==> src/hw/rtl/sysres_pkg.sv <==
// shared types and constants for the systematic resampler
`timescale 1ns / 1ps

package sysres_pkg;

    // fixed field widths
    localparam int SAMPLE_W          = 11;
    localparam int INDEX_W           = 10;
    localparam int STATUS_W          = 2;
    localparam int COMMAND_W         = 2;
    localparam int WEIGHT_FIELD_W    = 16;
    localparam int FRACTION_FIELD_W  = 16;
    localparam int WEIGHT_EXT_W      = 32;
    localparam int FRACTION_EXT_W    = 24;
    localparam int SAMPLE_RESET      = 1;

    // command codes
    localparam logic [COMMAND_W-1:0] CMD_CLEAR = 2'd0;
    localparam logic [COMMAND_W-1:0] CMD_LOAD  = 2'd1;
    localparam logic [COMMAND_W-1:0] CMD_START = 2'd2;
    localparam logic [COMMAND_W-1:0] CMD_DRAW  = 2'd3;

    // status codes
    localparam logic [STATUS_W-1:0] STATUS_OK       = 2'd0;
    localparam logic [STATUS_W-1:0] STATUS_FULL     = 2'd1;
    localparam logic [STATUS_W-1:0] STATUS_EMPTY    = 2'd2;
    localparam logic [STATUS_W-1:0] STATUS_NO_SWEEP = 2'd3;

    // register word index
    localparam logic REG_SAMPLE_COUNT = 1'b0;

    typedef struct packed {
        logic [COMMAND_W-1:0]        command;
        logic [WEIGHT_FIELD_W-1:0]   weight;
        logic [FRACTION_FIELD_W-1:0] random_fraction;
    } item_t;

    typedef struct packed {
        logic [INDEX_W-1:0]  index;
        logic                last_of_sweep;
        logic [STATUS_W-1:0] status;
    } result_t;

    // datapath operations issued by the controller
    typedef enum logic [3:0] {
        OP_NONE,
        OP_CAPTURE,
        OP_CLEAR,
        OP_LOAD,
        OP_START_FAIL,
        OP_START_BEGIN,
        OP_MUL_STEP,
        OP_MUL_LAST,
        OP_DRAW_REJECT,
        OP_CUM_MUL,
        OP_ADVANCE,
        OP_ACCUM,
        OP_DRAW_DONE,
        OP_EMIT
    } dp_op_t;

    // datapath status seen by the controller
    typedef struct packed {
        logic [COMMAND_W-1:0] command;
        logic                 start_ok;
        logic                 draw_ok;
        logic                 mul_last;
        logic                 step_more;
        logic                 slot_free;
    } dp_stat_t;

endpackage

==> src/hw/rtl/sysres_ctrl.sv <==
// resampler controller: sequences each command through the datapath
`timescale 1ns / 1ps

module sysres_ctrl
    import sysres_pkg::*;
(
    input  logic     clk,
    input  logic     rst_n,
    input  logic     item_valid,
    output logic     item_ready,
    input  dp_stat_t stat,
    output dp_op_t   op
);

    typedef enum logic [2:0] {
        S_IDLE,
        S_EXEC,
        S_MUL,
        S_COMPARE,
        S_ACCUM,
        S_CUMMUL,
        S_RESULT
    } state_t;

    state_t state_reg, state_next;

    assign item_ready = (state_reg == S_IDLE);

    // operation and next state
    always_comb
    begin
        op         = OP_NONE;
        state_next = state_reg;
        case (state_reg)
            S_IDLE:
            begin
                if (item_valid)
                begin
                    op         = OP_CAPTURE;
                    state_next = S_EXEC;
                end
            end
            S_EXEC:
            begin
                case (stat.command)
                    CMD_CLEAR:
                    begin
                        op         = OP_CLEAR;
                        state_next = S_RESULT;
                    end
                    CMD_LOAD:
                    begin
                        op         = OP_LOAD;
                        state_next = S_RESULT;
                    end
                    CMD_START:
                    begin
                        if (stat.start_ok)
                        begin
                            op         = OP_START_BEGIN;
                            state_next = S_MUL;
                        end
                        else
                        begin
                            op         = OP_START_FAIL;
                            state_next = S_RESULT;
                        end
                    end
                    default:
                    begin
                        if (stat.draw_ok)
                        begin
                            op         = OP_CUM_MUL;
                            state_next = S_COMPARE;
                        end
                        else
                        begin
                            op         = OP_DRAW_REJECT;
                            state_next = S_RESULT;
                        end
                    end
                endcase
            end
            S_MUL:
            begin
                if (stat.mul_last)
                begin
                    op         = OP_MUL_LAST;
                    state_next = S_RESULT;
                end
                else
                begin
                    op = OP_MUL_STEP;
                end
            end
            S_COMPARE:
            begin
                if (stat.step_more)
                begin
                    op         = OP_ADVANCE;
                    state_next = S_ACCUM;
                end
                else
                begin
                    op         = OP_DRAW_DONE;
                    state_next = S_RESULT;
                end
            end
            S_ACCUM:
            begin
                op         = OP_ACCUM;
                state_next = S_CUMMUL;
            end
            S_CUMMUL:
            begin
                op         = OP_CUM_MUL;
                state_next = S_COMPARE;
            end
            S_RESULT:
            begin
                if (stat.slot_free)
                begin
                    op         = OP_EMIT;
                    state_next = S_IDLE;
                end
            end
            default:
            begin
                state_next = S_IDLE;
            end
        endcase
    end

    // state register
    always_ff @(posedge clk or negedge rst_n)
    begin
        if (!rst_n)
        begin
            state_reg <= S_IDLE;
        end
        else
        begin
            state_reg <= state_next;
        end
    end

endmodule
==> config.mk <==
export PLATFORM = sky130hd
export DESIGN_NAME = sysres_ctrl
export DESIGN_NICKNAME = d
export VERILOG_FILES = /design/src/hw/rtl/sysres_pkg.sv /design/src/hw/rtl/sysres_ctrl.sv
export SDC_FILE = /design/constraint.sdc
export NUM_CORES = 1
export LEC_CHECK = 0
export BUFFER_PORTS_ARGS = -buffer_cell sky130_fd_sc_hd__buf_4
export CORE_AREA = 3 3 40 42
export DETAILED_ROUTE_END_ITERATION = 12
export DIE_AREA = 0 0 43 45
export SYNTH_ARGS = -nofsm -noshare
export SYNTH_HDL_FRONTEND = slang
export SYNTH_SLANG_ARGS = --single-unit
==> constraint.sdc <==
create_clock -name clk -period 1.7 [get_ports clk]
set_input_delay 0.17 -clock clk [delete_from_list [all_inputs] [get_ports clk]]
set_output_delay 0.17 -clock clk [all_outputs]
set_load 0.05 [all_outputs]
==> results.json <==
{
  "worst_skew_pair.late_latency_ps": 230,
  "cts_made_buffers": 3,
  "cap_violations": 0,
  "min_from": "stat[3]",
  "vdd_drop_max_mv": 1.160,
  "die_y_um": 45,
  "tritoncts": "built",
  "clock-sinks": 3,
  "worst_slew_pin_slew_ps": 265.9,
  "via_count": 372,
  "power_density_nw_per_um2": 2412,
  "cts_root_buffer": "clkbuf_4",
  "crit_arrival_ps": 1460,
  "overflow": 0,
  "area_growth_pct": 64.03,
  "total_power_w": 0.001253,
  "fin_nets": 72,
  "h-tree-depth": 1,
  "multiInputGateArea_um2": 242.7,
  "drc": 0,
  "fin_tns_setup_ps": 0,
  "drive_above_1_share": 0.4590,
  "cts.repair_timing.setup_buffer_count": 0,
  "dpl.hpwl_um": 643.6,
  "fin_crit_sh": 0.9565,
  "yosysUniqueCellTypes": 29,
  "place.gp.congestion": 0.6765,
  "max_slew_margin": 0.8217,
  "grt_pass1_wl_um": 1421,
  "critical_path_class": "flop to output port",
  "seq_area_um2": 75.07,
  "final.setup_skew_ps": 1.727,
  "cp-end-kind": "output port",
  "ys_ff_latch": 3,
  "rows": 13,
  "leakage_nw": 0.2261,
  "netlist_area_um2": 316.6,
  "max_freq_mhz": 615.0,
  "cts_max_path_buffers": 2,
  "postRouteWirelength_um": 888,
  "synth_edf_count": 0,
  "reg2reg_from": "state_reg[1]",
  "fin_area_um2": 519.2,
  "finalMaxSlewViolations": 0,
  "die_w_um": 43,
  "start_kind": "flop",
  "wl_per_cell_um": 11.68,
  "rsz0062_at_grt": "no",
  "viasPerCell": 4.895,
  "antennaDiodeCount": 0,
  "hold-worst-slack_ps": 231.7,
  "pin_count": 15,
  "async_reset_ff_frac": 1.000,
  "hold_violations": 0,
  "setup_viol": 0,
  "coreArea_um2": 1285,
  "grt_max_degree": 18,
  "status": "completed",
  "worstPathRequired_ps": 1530,
  "crit_path_start": "state_reg[0]",
  "io_buffers": 14,
  "yosysSeqAreaShare": 0.2372,
  "final.fill_count": 145,
  "synth_nets": 52,
  "avgSynthCellArea_um2": 7.537,
  "initial_core_util": 0.2463,
  "clk_pin_slew_ps": 40,
  "placed_area_um2": 474.2,
  "drtIter0Drc": 6,
  "fin_crit_ps": 1626,
  "cp_max_fo": 3,
  "ant_nets": 0,
  "ys.flop_type": "dfrtp_1",
  "synthCells": 42,
  "die_area_um2": 1935,
  "grt_pass1_vias": 352,
  "firstDrtPassIters": 4,
  "ys_warn_count": 0,
  "largest_register_ffs": 3,
  "hold_path.class": "input pin to flop",
  "antenna_found_initial": 0,
  "grt.total_usage": 0.1017
}
-- area by class of cell --
type,instances,area share
multi-input cells,33,0.4675
repair buffers,19,0.2867
flip-flops and latches,3,0.1446
clock buffers,4,0.05060
well taps,15,0.03614
inverters,2,0.01446
-- final timing paths --
kind | to | slack, ps | cells after the start
worst max-delay path | op[2] | 70 | 4
worst min-delay path | state_reg[0] | 230 | 3
worst max register to register | state_reg[2] | 640 | 3
worst min register to register | state_reg[0] | 620 | 3
max in group asynchronous | state_reg[2] | 1340 | 2
min in group asynchronous | state_reg[0] | 270 | 2
-- cells in the final DEF, fill, tap and decap left out, drive strengths merged --
cell	Yosys	layout
o211a	1	1
nand2	2	2
a211o	1	1
a22oi	1	1
nor3b	1	1
o22ai	1	1
mux2i	1	1
a211oi	1	1
or4b	1	1
nand4	1	1
o2bb2ai	1	1
clkbuf	1	4
or2	1	1
a31oi	1	1
inv	2	2
nand3b	1	1
nand2b	1	1
nor2b	1	1
buf	3	18
dlygate4sd3	0	1
a311oi	1	1
o31ai	1	1
nor3	2	2
a21oi	7	7
nor2	1	1
xnor2	1	1
a21o	1	1
dfrtp	3	3
o21ai	2	2
-- critical path, stage by stage, from the launching register on --
cell       delay (ps)
dfrtp_1           350
inv_2              50
or4b_1            520
o2bb2ai_2         140
buf_6             170
-- cells in the mapped netlist, drive strengths merged, types with 2 or more instances --
| library cell | instances | area, µm² |
|---|---|---|
| nand2 | 2 | 7.510 |
| o21ai | 2 | 10.01 |
| dfrtp | 3 | 75.07 |
| nor3 | 2 | 10.01 |
| a21oi | 7 | 35.03 |
| inv | 2 | 7.500 |
| buf | 3 | 15.01 |
-- timing repair --
item                       CTS  global route
setup endpoints to repair    0             2
hold endpoints to repair     3             0
hold buffers                 1             0
resized for setup            0             3
-- per-layer routing --
layer  global-route usage  routed length [µm]  part of all wire
met1               0.1184                 416              0.47
met2               0.1467                 429              0.48
met3              0.03586                  43             0.048
met4              0.09036                   0                 0
met5                    0                   0                 0
-- per-stage QoR --
step                  util  setup WS [ps]  cells
floorplan                -          20.09     42
global placement    0.3690          273.5     71
detailed placement  0.3690          270.9     71
CTS                 0.3973          18.57     76
global route        0.4041          1.358     76
finish              0.4041          73.87     76
-- cells by family after synthesis --
kind of cell | share of synthesized area
simple gates | 0.2254
mux | 0.03162
flops | 0.2371
compound gates | 0.3914
xor+xnor | 0.02767
buf+inv | 0.08690
-- power breakdown --
group / internal, W / leakage, nW / switching [W]
registers: 0.000108 / 0.0363 / 0.0000239
clock network: 0.0000878 / 0.0150 / 0.0000349
logic: 0.000366 / 0.175 / 0.000632
total: 0.000562 / 0.226 / 0.000690
Power figures use the tool's default switching activity.
